===== src/rtl/core/rc4_pkg.sv =====
// rc4_pkg: shared types and constants for the RC4 stream cipher unit.
// Depends on nothing; used by the top level, the engine and the checker.
package rc4_pkg;

    localparam int BYTE_W     = 8;
    localparam int PERM_DEPTH = 256;
    localparam int ADDR_W     = 8;
    localparam int KEY_W      = 64;
    localparam int KEY_IDX_W  = 4;
    localparam int KEY_SEL_W  = KEY_IDX_W + 3;
    localparam int CFG_IDX_W  = 2;

    // configuration register indexes
    localparam logic [CFG_IDX_W-1:0] CFG_KEY_LOW  = 2'd0;
    localparam logic [CFG_IDX_W-1:0] CFG_KEY_HIGH = 2'd1;

    typedef struct packed {
        logic [BYTE_W-1:0] data_byte;
        logic              start_message;
    } rc4_in_t;

    typedef struct packed {
        logic [BYTE_W-1:0] result_byte;
        logic [BYTE_W-1:0] keystream_byte;
    } rc4_out_t;

    // top level to engine
    typedef struct packed {
        logic start;
        logic rekey;
        logic out_free;
    } rc4_cmd_t;

    // engine to top level
    typedef struct packed {
        logic              idle;
        logic              done;
        logic [BYTE_W-1:0] ks;
    } rc4_sts_t;

endpackage


===== src/rtl/core/rc4_engine.sv =====
// rc4_engine: permutation memory, index registers and the swap sequencer.
// Depends on rc4_pkg.
module rc4_engine #(
    parameter int KEY_BYTES = 16
) (
    input  logic                          aclk,
    input  logic                          aresetn,
    input  rc4_pkg::rc4_cmd_t             cmd,
    input  logic [2*rc4_pkg::KEY_W-1:0]   key,
    output rc4_pkg::rc4_sts_t             sts
);

    localparam logic [2:0] ST_IDLE = 3'd0;
    localparam logic [2:0] ST_FILL = 3'd1;
    localparam logic [2:0] ST_RD_I = 3'd2;
    localparam logic [2:0] ST_RD_J = 3'd3;
    localparam logic [2:0] ST_WR_I = 3'd4;
    localparam logic [2:0] ST_WR_J = 3'd5;
    localparam logic [2:0] ST_HOLD = 3'd6;

    localparam logic [rc4_pkg::KEY_IDX_W-1:0] KIDX_LAST =
        rc4_pkg::KEY_IDX_W'(KEY_BYTES - 1);
    localparam logic [rc4_pkg::ADDR_W-1:0] ADDR_LAST =
        rc4_pkg::ADDR_W'(rc4_pkg::PERM_DEPTH - 1);

    logic [rc4_pkg::BYTE_W-1:0] perm_mem [rc4_pkg::PERM_DEPTH];

    logic [2:0]                    state_reg, state_next;
    logic                          ksa_reg, ksa_next;
    logic [rc4_pkg::ADDR_W-1:0]    i_reg, i_next;
    logic [rc4_pkg::ADDR_W-1:0]    j_reg, j_next;
    logic [rc4_pkg::KEY_IDX_W-1:0] kidx_reg, kidx_next;
    logic [rc4_pkg::BYTE_W-1:0]    si_reg, si_next;
    logic [rc4_pkg::BYTE_W-1:0]    sj_reg, sj_next;
    logic [rc4_pkg::ADDR_W-1:0]    t_reg, t_next;
    logic [rc4_pkg::BYTE_W-1:0]    ks_reg, ks_next;

    logic                          we;
    logic [rc4_pkg::ADDR_W-1:0]    waddr;
    logic [rc4_pkg::BYTE_W-1:0]    wdata;
    logic [rc4_pkg::ADDR_W-1:0]    raddr;
    logic [rc4_pkg::BYTE_W-1:0]    rdata_reg;

    logic [rc4_pkg::BYTE_W-1:0]    key_byte;
    logic [rc4_pkg::BYTE_W-1:0]    key_add;
    logic [rc4_pkg::ADDR_W-1:0]    j_sum;
    logic [rc4_pkg::BYTE_W-1:0]    ks_fwd;
    logic                          done;
    logic [rc4_pkg::BYTE_W-1:0]    ks_out;

    always_ff @(posedge aclk) begin
        if (we) begin
            perm_mem[waddr] <= wdata;
        end
        rdata_reg <= perm_mem[raddr];
    end

    assign key_byte = key[{kidx_reg, 3'b000} +: rc4_pkg::BYTE_W];
    assign key_add  = ksa_reg ? key_byte : '0;
    // the adder path for j: j + S[i] (+ key byte while scheduling)
    assign j_sum    = j_reg + rdata_reg + key_add;

    // keystream read of S[t] was issued before the swap landed: forward
    always_comb begin
        if (t_reg == j_reg) begin
            ks_fwd = si_reg;
        end else if (t_reg == i_reg) begin
            ks_fwd = sj_reg;
        end else begin
            ks_fwd = rdata_reg;
        end
    end

    always_comb begin
        state_next = state_reg;
        ksa_next   = ksa_reg;
        i_next     = i_reg;
        j_next     = j_reg;
        kidx_next  = kidx_reg;
        si_next    = si_reg;
        sj_next    = sj_reg;
        t_next     = t_reg;
        ks_next    = ks_reg;
        we         = 1'b0;
        waddr      = i_reg;
        wdata      = i_reg;
        raddr      = i_reg;
        done       = 1'b0;
        ks_out     = ks_reg;
        unique case (state_reg)
            ST_IDLE: begin
                if (cmd.start) begin
                    if (cmd.rekey) begin
                        ksa_next   = 1'b1;
                        i_next     = '0;
                        j_next     = '0;
                        kidx_next  = '0;
                        state_next = ST_FILL;
                    end else begin
                        state_next = ST_RD_I;
                    end
                end
            end
            ST_FILL: begin
                we     = 1'b1;
                i_next = i_reg + 1'b1;
                if (i_reg == ADDR_LAST) begin
                    state_next = ST_RD_I;
                end
            end
            ST_RD_I: begin
                if (ksa_reg) begin
                    raddr = i_reg;
                end else begin
                    raddr  = i_reg + 1'b1;
                    i_next = i_reg + 1'b1;
                end
                state_next = ST_RD_J;
            end
            ST_RD_J: begin
                si_next    = rdata_reg;
                j_next     = j_sum;
                raddr      = j_sum;
                state_next = ST_WR_I;
            end
            ST_WR_I: begin
                we         = 1'b1;
                waddr      = i_reg;
                wdata      = rdata_reg;
                sj_next    = rdata_reg;
                t_next     = si_reg + rdata_reg;
                raddr      = si_reg + rdata_reg;
                state_next = ST_WR_J;
            end
            ST_WR_J: begin
                we    = 1'b1;
                waddr = j_reg;
                wdata = si_reg;
                if (ksa_reg) begin
                    i_next     = i_reg + 1'b1;
                    kidx_next  = (kidx_reg == KIDX_LAST) ? '0 : kidx_reg + 1'b1;
                    state_next = ST_RD_I;
                    if (i_reg == ADDR_LAST) begin
                        ksa_next = 1'b0;
                        j_next   = '0;
                    end
                end else if (cmd.out_free) begin
                    done       = 1'b1;
                    ks_out     = ks_fwd;
                    state_next = ST_IDLE;
                end else begin
                    ks_next    = ks_fwd;
                    state_next = ST_HOLD;
                end
            end
            ST_HOLD: begin
                if (cmd.out_free) begin
                    done       = 1'b1;
                    state_next = ST_IDLE;
                end
            end
            default: begin
                state_next = ST_IDLE;
            end
        endcase
    end

    always_ff @(posedge aclk) begin
        if (!aresetn) begin
            state_reg <= ST_IDLE;
            ksa_reg   <= 1'b0;
            i_reg     <= '0;
            j_reg     <= '0;
            kidx_reg  <= '0;
        end else begin
            state_reg <= state_next;
            ksa_reg   <= ksa_next;
            i_reg     <= i_next;
            j_reg     <= j_next;
            kidx_reg  <= kidx_next;
        end
    end

    always_ff @(posedge aclk) begin
        si_reg <= si_next;
        sj_reg <= sj_next;
        t_reg  <= t_next;
        ks_reg <= ks_next;
    end

    assign sts.idle = (state_reg == ST_IDLE);
    assign sts.done = done;
    assign sts.ks   = ks_out;

endmodule


===== src/rtl/core/rc4_stream_cipher_unit.sv =====
// rc4_stream_cipher_unit: top level of the RC4 stream cipher.
// Depends on rc4_pkg and rc4_engine.
//
// Each accepted transaction on the s_ channel yields exactly one m_ transaction carrying
// data_byte XOR the next RC4 keystream byte, plus that keystream byte. A transaction
// with start_message set first reruns the key schedule with the key held in the two
// key registers (cfg_index 0 = key bytes 0..7, 1 = key bytes 8..15, byte 0 in the low
// bits; other indexes are dropped), using key bytes 0..KEY_BYTES-1 cyclically.
// The step sequence follows from the 256-byte permutation memory, which has one read
// port and one write port: every swap needs two dependent reads and two writes, and the
// key schedule first fills the memory with the identity one entry per cycle. s_ready is
// low while a byte is in work. The result register lets the next byte be accepted while
// a result still waits on m_ready; a finished byte holds in the engine until the result
// register frees up. The first byte after reset must carry start_message: the
// permutation is unknown until then. Write the key registers only while the unit is
// idle; they take effect at the next key schedule.
module rc4_stream_cipher_unit #(
    parameter int KEY_BYTES = 16
) (
    input  logic                            aclk,
    input  logic                            aresetn,

    input  logic                            s_valid,
    output logic                            s_ready,
    input  rc4_pkg::rc4_in_t                s_data,

    output logic                            m_valid,
    input  logic                            m_ready,
    output rc4_pkg::rc4_out_t               m_data,

    input  logic                            cfg_valid,
    output logic                            cfg_ready,
    input  logic [rc4_pkg::CFG_IDX_W-1:0]   cfg_index,
    input  logic [rc4_pkg::KEY_W-1:0]       cfg_data
);

    logic [rc4_pkg::KEY_W-1:0]  key_low_reg;
    logic [rc4_pkg::KEY_W-1:0]  key_high_reg;
    logic [rc4_pkg::BYTE_W-1:0] data_reg;
    logic                       m_valid_reg, m_valid_next;
    rc4_pkg::rc4_out_t          m_data_reg;

    rc4_pkg::rc4_cmd_t          cmd;
    rc4_pkg::rc4_sts_t          sts;
    logic                       s_accept;

    // Configuration is always taken; unknown indexes are dropped.
    assign cfg_ready = 1'b1;

    always_ff @(posedge aclk) begin
        if (!aresetn) begin
            key_low_reg  <= '0;
            key_high_reg <= '0;
        end else if (cfg_valid) begin
            unique case (cfg_index)
                rc4_pkg::CFG_KEY_LOW:  key_low_reg  <= cfg_data;
                rc4_pkg::CFG_KEY_HIGH: key_high_reg <= cfg_data;
                default: begin
                end
            endcase
        end
    end

    // Accept only when the engine is idle; it runs one byte at a time.
    assign s_ready  = sts.idle;
    assign s_accept = s_valid && s_ready;

    // Hold the data byte for the XOR at the end of the step.
    always_ff @(posedge aclk) begin
        if (s_accept) begin
            data_reg <= s_data.data_byte;
        end
    end

    assign cmd.start    = s_accept;
    assign cmd.rekey    = s_data.start_message;
    assign cmd.out_free = !m_valid_reg || m_ready;

    rc4_engine #(
        .KEY_BYTES (KEY_BYTES)
    ) u_engine (
        .aclk    (aclk),
        .aresetn (aresetn),
        .cmd     (cmd),
        .key     ({key_high_reg, key_low_reg}),
        .sts     (sts)
    );

    // Result register: load on engine completion, drop once taken.
    always_comb begin
        m_valid_next = m_valid_reg;
        if (sts.done) begin
            m_valid_next = 1'b1;
        end else if (m_ready) begin
            m_valid_next = 1'b0;
        end
    end

    always_ff @(posedge aclk) begin
        if (!aresetn) begin
            m_valid_reg <= 1'b0;
        end else begin
            m_valid_reg <= m_valid_next;
        end
    end

    always_ff @(posedge aclk) begin
        if (sts.done) begin
            m_data_reg.result_byte    <= data_reg ^ sts.ks;
            m_data_reg.keystream_byte <= sts.ks;
        end
    end

    assign m_valid = m_valid_reg;
    assign m_data  = m_data_reg;

endmodule


===== config.mk =====
export PLATFORM = sky130hd
export DESIGN_NAME = rc4_stream_cipher_unit
export DESIGN_NICKNAME = d
export VERILOG_FILES = /design/src/rtl/core/rc4_pkg.sv /design/src/rtl/core/rc4_engine.sv /design/src/rtl/core/rc4_stream_cipher_unit.sv
export SDC_FILE = /design/constraint.sdc
export NUM_CORES = 2
export LEC_CHECK = 0
export BUFFER_PORTS_ARGS = -buffer_cell sky130_fd_sc_hd__buf_4
export CORE_UTILIZATION = 35
export CTS_CLUSTER_SIZE = 10
export DETAILED_ROUTE_END_ITERATION = 7
export SYNTH_ARGS = -nofsm -noshare
export SYNTH_HDL_FRONTEND = slang
export SYNTH_SLANG_ARGS = --single-unit

===== constraint.sdc =====
create_clock -name aclk -period 27.8 [get_ports aclk]
set_input_delay 6.95 -clock aclk [delete_from_list [all_inputs] [get_ports aclk]]
set_output_delay 6.95 -clock aclk [all_outputs]
set_load 0.02 [all_outputs]

* After elaboration in Yosys (flattened, before gate mapping)
Memory sizes are Yosys's and may differ from the RTL's. A register that Yosys moved wholly into a read port is not among the register bits. Index checks and enable logic that the tools add are counted.
Storage, ports and cells: flip-flop bits (word level) 209, RAM bits 2048, input port bits 80, output and inout bits 19, word-level logic and storage cells 102, memories kept 1
Operators by class: add/subtract/negate cells 5, equal/unequal tests 17, shift operators 1, multiplexer cells 42, bitwise gates (word level) 3, reduce and logical (&&, ||, !) cells 18
Memories:
- u_engine.perm_mem | depth 256, bits a word 8, read ports 1, clocked after Yosys merged registers in 1, wr ports 1, RTL line rc4_engine.sv:26 | logic [rc4_pkg::BYTE_W-1:0] perm_mem [rc4_pkg::PERM_DEPTH];
Operators with widths (number):
- variable part select 128 x 8 -> 8 bit | 1
- 2-to-1 mux 8 bit | 13
- case mux 8 bit (3 select lines) | 2
- case mux 8 bit (4 select lines) | 1
- adder 8 bit | 3
- case mux 3 bit (7 select lines) | 1
- equality test 8 bit | 2
- 2-to-1 mux 4 bit | 4
- case mux 8 bit (2 select lines) | 1
- 2-to-1 mux 3 bit | 5
- 2-to-1 mux 1 bit | 11
- inequality test 2 x 1 -> 1 bit, second input constant | 5
- equality test 3 bit, second input constant | 3
- AND reduction 3 bit | 3
- adder 8 x 1 -> 8 bit, second input constant | 1
- equality test 8 bit, second input constant | 1
- case mux 4 bit (2 select lines) | 1
- AND reduction 4 bit | 2
- XOR 8 bit | 1
- equality test 3 x 2 -> 1 bit, second input constant | 2
- AND reduction 5 bit | 1
- adder 4 x 1 -> 4 bit, second input constant | 1
- equality test 4 bit, second input constant | 1
- case mux 1 bit (2 select lines) | 2
- other kinds (15) | 18

* Logic depth before layout (Yosys ltp)
word-level depth 7, depth in mapped cells 25, gate-level depth less buffers 18

* By module
From an unflattened synthesis, not the netlist that was laid out.
Unflattened totals: cell total of the unflattened synthesis 6763, area total of the unflattened synthesis 92597.6 um2
By module, submodules not included:
- rc4_engine | times used 1, cells each 6239, area an instance 86854.6 um2, seq. area each 63100.5 um2
- rc4_stream_cipher_unit | times used 1, cells each 524, area an instance 5743.0 um2, seq. area each 3303.2 um2

* Worst setup path after synthesis
OpenSTA, ideal clock, no wires.
kind reg2reg, start point reg u_engine.state_reg[0], end point mem u_engine.perm_mem[0][0] (netlist name) (data pin), setup time 2.187 ns, arrival time 11.488 ns, required time 25.613 ns, setup slack 14.125 ns, stages on the path, launching flop included 7, buffers on the path 4, period minus slack after synthesis 13.675 ns, cell sequence dfxtp_1 buf_2 clkbuf_1 clkbuf_1 clkbuf_1 mux2i_1 o21ai_0
On the way: cells in the longest elaborated chain, start to end 2, elaborated cells between the ends (all ways) 3, classes of those cells eq/ne: 2; mux: 1
Ends and longest elaborated chain:
- start, declared | RTL line rc4_engine.sv:28 | logic [2:0] state_reg, state_next;
- start signal, assigned | RTL line rc4_engine.sv:176 | state_reg <= state_next;
- equality test 3 bit | RTL line rc4_engine.sv:90 | unique case (state_reg)
- case mux 8 bit (2 select lines) * | RTL line rc4_engine.sv:90
- named net u_engine.wdata (one bit) | RTL line rc4_engine.sv:40 | logic [rc4_pkg::BYTE_W-1:0] wdata;
- end, declared | RTL line rc4_engine.sv:26
The timed path passes the listed nets; every way through them passes the cells marked *.

* Worst setup path after layout
start point reg u_engine.state_reg[2], end point out s_ready
On the way: cells in the longest elaborated chain, start to end 1
Ends and longest elaborated chain:
- zero test 3 bit | RTL line rc4_engine.sv:191 | assign sts.idle = (state_reg == ST_IDLE);
- end, declared | RTL line rc4_stream_cipher_unit.sv:24 | output logic s_ready,
Every way passes these cells.

==> results.yml <==
status:
  run_status: "complete, no violations"
timing:
  grt_setup_unrepaired: "no"
  hold_violations: 0
  final_hold_slack_ns: 0.466
  finalWorstSetupSlack_ns: 18.67
  slew_headroom_pct: 12.5
  final-setup-viol-count: 0
  final.setup_skew_ns: 0.0719
  period_minus_slack_ns: 9.13
  worstMarginPinSlew_ns: 1.31
  max_freq_mhz: 110
  finalCritPeriodShare_pct: 32.8
  final-max-slew-violation-count: 0
  setup_tns_ns: 0
logic_synthesis:
  synthDistinctLibCells: 90
  post_synth_main_area_contributors: "sky130_fd_sc_hd__edfxtp_1 (68%), sky130_fd_sc_hd__nand2_1 (6.3%), sky130_fd_sc_hd__mux2i_1 (4.2%)"
  synth.yosys.seq_area_share_pct: 71.9
  postSynth.asyncResetShare_pct: 0
  number_of_enable_flip_flop_cells_after_synthesis: 2104
  yosys_warnings: 0
  yosys_reg_bits: 2265
  dominant_synthesized_flop_cell: "sky130_fd_sc_hd__edfxtp_1"
  synth_top_area_share_pct: 68.4
  synth.cell_area_sq_mm: 0.0924
  yosys.area.top_type: "sky130_fd_sc_hd__edfxtp_1"
  syn-mean-instance-area_sq_um: 13.5
  syn_inst: 6836
  mappedNetlistNets: 6940
finish:
  layout-area-overhead-vs-synth_pct: 13.3
  n_fill_cell: 24001
  fin_nets: 7044
  ff_latch_area_sq_mm: 0.0664
  post_route_cells_drive_above_1_share_pct: 10.0
  largest_reg_flops: 2048
  multiInputGateArea_sq_mm: 0.0241
  post-route-cell-area_sq_mm: 0.105
worst_hold_path:
  hold_wc_path_type: "flop to flop"
clock_tree:
  clock_sink_count: 2265
  cts_setup_buffers: 0
  cts.reportedPaths.clkPinSlew_ns: 0.06
  post_cts_hold_buffer_count: 0
  clock_insertion_delay_worst_skew_ns: 0.94
  cell_at_the_root_of_the_clock_tree: "sky130_fd_sc_hd__clkbuf_16"
  cts_made_buffers: 279
  clk_path_buf_depth: 4
  cts-resized-gates: 0
  h-tree-depth: 5
  cts_tree: "yes"
routing:
  antenna_violating_nets_post_route: 0
  postRouteWirelength_um: 299000
  vias: 60383
  drtIter0Drc: 8304
  viasPerCell: 5.73
  drc_errors: 0
  drt_pre_antenna_iters: 8
  route.detailed.wl_per_inst_um: 28.4
die:
  pin_count: 99
  die_area_sq_mm: 0.266
  die_w_um: 516
  floorplan.rows: 188
  core_sq_mm: 0.262
  chipHeight_um: 516
  start_util_pct: 35.2
power_and_ir_drop:
  totalPowerFinal_mw: 9.24
  p_leak_nw: 35.5
  p_per_area_mw_per_mm2: 88.3
  worst_ir_drop_vdd_v: 0.0000718
placed_design:
  detailed_place.area_sq_mm: 0.0971
  io_buffers: 97
  place_worst_setup_slack_ns: 19.18
  detailed_place_hpwl_um: 177000
  routabilityCongestion: 0.918
setup_path:
  startpoint_type: "flop"
  largest_fanout_of_any_net_on_the_critical_path: 27
  critPathArrivalTime_ns: 2.18
  crit_path_end_kind: "primary output"
  timing.critical_path.required_ns: 20.85
  critical-path-max-stage-delay_ns: 0.88
  path_buf_inv: 1
  critPathKind: "flop to primary output"
  crit_slowest_cell: "sky130_fd_sc_hd__dfxtp_1"
  timing.critical_path.max_delay_family: "flip-flops"
  crit_path_cell_trace: "nor3_1, buf_4"
global_routing:
  grt-ovfl-total: 0
  maximum_number_of_pins_on_one_net_before_global_route_repair: 217
  grt_util_all_layers_pct: 22.0
  grt_first_pass_wirelength_um: 423000
  initial_antenna_violation_count: 11
  vias_in_the_first_global_route: 57389
flow_run:
  cap_viol_max_count: 0
per-stage QoR:
| stage | utilization [%] | instances |
|---|---|---|
| 6_report | 39.9 | 10547 |
| 5_1_grt | 39.9 | 10536 |
| 4_1_cts | 39.9 | 10531 |
| 3_5_place_dp | 37.0 | 10174 |
| 3_3_place_gp | 37.0 | 10174 |
| 2_1_floorplan | - | 6836 |
worst register-to-register path: stages (launching register included):
cell and delay (ns):
sky130_fd_sc_hd__dfxtp_2 0.49, sky130_fd_sc_hd__buf_4 0.51, sky130_fd_sc_hd__mux4_2 0.61, sky130_fd_sc_hd__mux4_2 0.51, sky130_fd_sc_hd__nand2_1 0.11, sky130_fd_sc_hd__fa_1 0.45
sky130_fd_sc_hd__fa_1 0.50, sky130_fd_sc_hd__inv_1 0.06, sky130_fd_sc_hd__a32o_1 0.27, sky130_fd_sc_hd__a211oi_4 0.34, sky130_fd_sc_hd__buf_4 0.50, sky130_fd_sc_hd__buf_4 0.66
sky130_fd_sc_hd__buf_4 0.56, sky130_fd_sc_hd__nand2_1 0.96, sky130_fd_sc_hd__o311ai_0 1.23, sky130_fd_sc_hd__nand3_1 0.15, sky130_fd_sc_hd__nand4_1 0.29, sky130_fd_sc_hd__nand2_1 0.21
sky130_fd_sc_hd__and3_1 0.20
synth_stat cells (all sizes together) (9+ instances only):
cell type,n
nor2,405
a311oi,9
and3,43
a21boi,136
inv,32
clkbuf,170
xor2,19
nand3,421
o211ai,23
nand2b,9
a211oi,19
o31ai,12
o22ai,52
edfxtp,2104
nand2,1542
dfxtp,161
a21oi,232
xnor2,16
a32oi,92
fa,9
nor3,38
or3,15
mux2i,389
nor4,17
a31oi,76
nand4,35
o21ai,115
a221oi,34
a22oi,32
nor2b,16
o221ai,13
o311ai,46
buf,265
mux2,26
ha,15
and2,13
mux4,58
final timing paths:
path | start | to | cells after the start | slack [ns]
worst min-delay path | key_high_reg[53]$_SDFFE_PN0P_ | key_high_reg[53]$_SDFFE_PN0P_ | 2 | 0.47
worst min register to register | key_high_reg[53]$_SDFFE_PN0P_ | key_high_reg[53]$_SDFFE_PN0P_ | 2 | 0.47
worst max-delay path | u_engine.state_reg[2]$_SDFFE_PN0P_ | s_ready | 2 | 18.67
worst max register to register | u_engine.kidx_reg[0]$_SDFFE_PN0P_ | u_engine.rdata_reg[1]$_DFF_P_ | 18 | 19.09
placed cells by master, fill, tap and decap left out, types with 19 or more instances in the layout:
cell type | netlist | routed
sky130_fd_sc_hd__a21boi_0 | 136 | 136
sky130_fd_sc_hd__a21oi_1 | 230 | 230
sky130_fd_sc_hd__a221oi_1 | 34 | 34
sky130_fd_sc_hd__a22oi_1 | 32 | 32
sky130_fd_sc_hd__a31oi_1 | 75 | 74
sky130_fd_sc_hd__a32oi_1 | 92 | 92
sky130_fd_sc_hd__and3_1 | 43 | 43
sky130_fd_sc_hd__buf_4 | 48 | 250
sky130_fd_sc_hd__clkbuf_1 | 170 | 56
sky130_fd_sc_hd__clkbuf_16 | 0 | 286
sky130_fd_sc_hd__dfxtp_1 | 161 | 159
sky130_fd_sc_hd__edfxtp_1 | 2104 | 2104
sky130_fd_sc_hd__inv_1 | 30 | 30
sky130_fd_sc_hd__mux2_2 | 26 | 26
sky130_fd_sc_hd__mux2i_1 | 389 | 389
sky130_fd_sc_hd__mux4_2 | 58 | 58
sky130_fd_sc_hd__nand2_1 | 1541 | 1540
sky130_fd_sc_hd__nand3_1 | 421 | 421
sky130_fd_sc_hd__nand4_1 | 35 | 35
sky130_fd_sc_hd__nor2_1 | 403 | 383
sky130_fd_sc_hd__nor3_1 | 38 | 36
sky130_fd_sc_hd__o211ai_1 | 23 | 23
sky130_fd_sc_hd__o21ai_0 | 112 | 102
sky130_fd_sc_hd__o22ai_1 | 52 | 52
sky130_fd_sc_hd__o311ai_0 | 45 | 43
sky130_fd_sc_hd__xor2_1 | 19 | 19
kinds of logic (layout without fill, tap and decap cells):
family / after synthesis / after routing / share of synthesized area, %
other: 1 / 17 / 0.00406
buffers and inverters: 467 / 647 / 2.35
xor gates and xnor gates: 35 / 35 / 0.332
and+or+nand+nor: 2584 / 2584 / 11.7
muxes: 473 / 473 / 5.95
DFF: 2265 / 2265 / 71.9
adders and majority gates: 24 / 24 / 0.398
AOI/OAI and AO/OA: 987 / 987 / 7.39
power breakdown:
part	switching, mW	internal (mW)
clock	1.31	1.86
sequential	0.0461	3.81
combinational	1.63	0.582
area by class of cell:
| type | count | share of cell area, % |
|---|---|---|
| multi-input combinational | 4104 | 23.0 |
| inverter | 32 | 0.115 |
| timing repair buffer | 258 | 1.95 |
| sequential | 2265 | 63.5 |
| clock buffer | 344 | 7.07 |
| clock inverter | 13 | 0.135 |
| antenna | 16 | 0.0383 |
| tap | 3515 | 4.20 |
metal layers:
metal / track usage (%) / part of all wire (%) / routed length [um]
met5: 0 / 0.023 / 68
met3: 5.05 / 10 / 30900
met2: 34.0 / 45 / 136000
met1: 29.1 / 39 / 117000
met4: 11.1 / 5.2 / 15500
(Power assumes the default switching activity.)
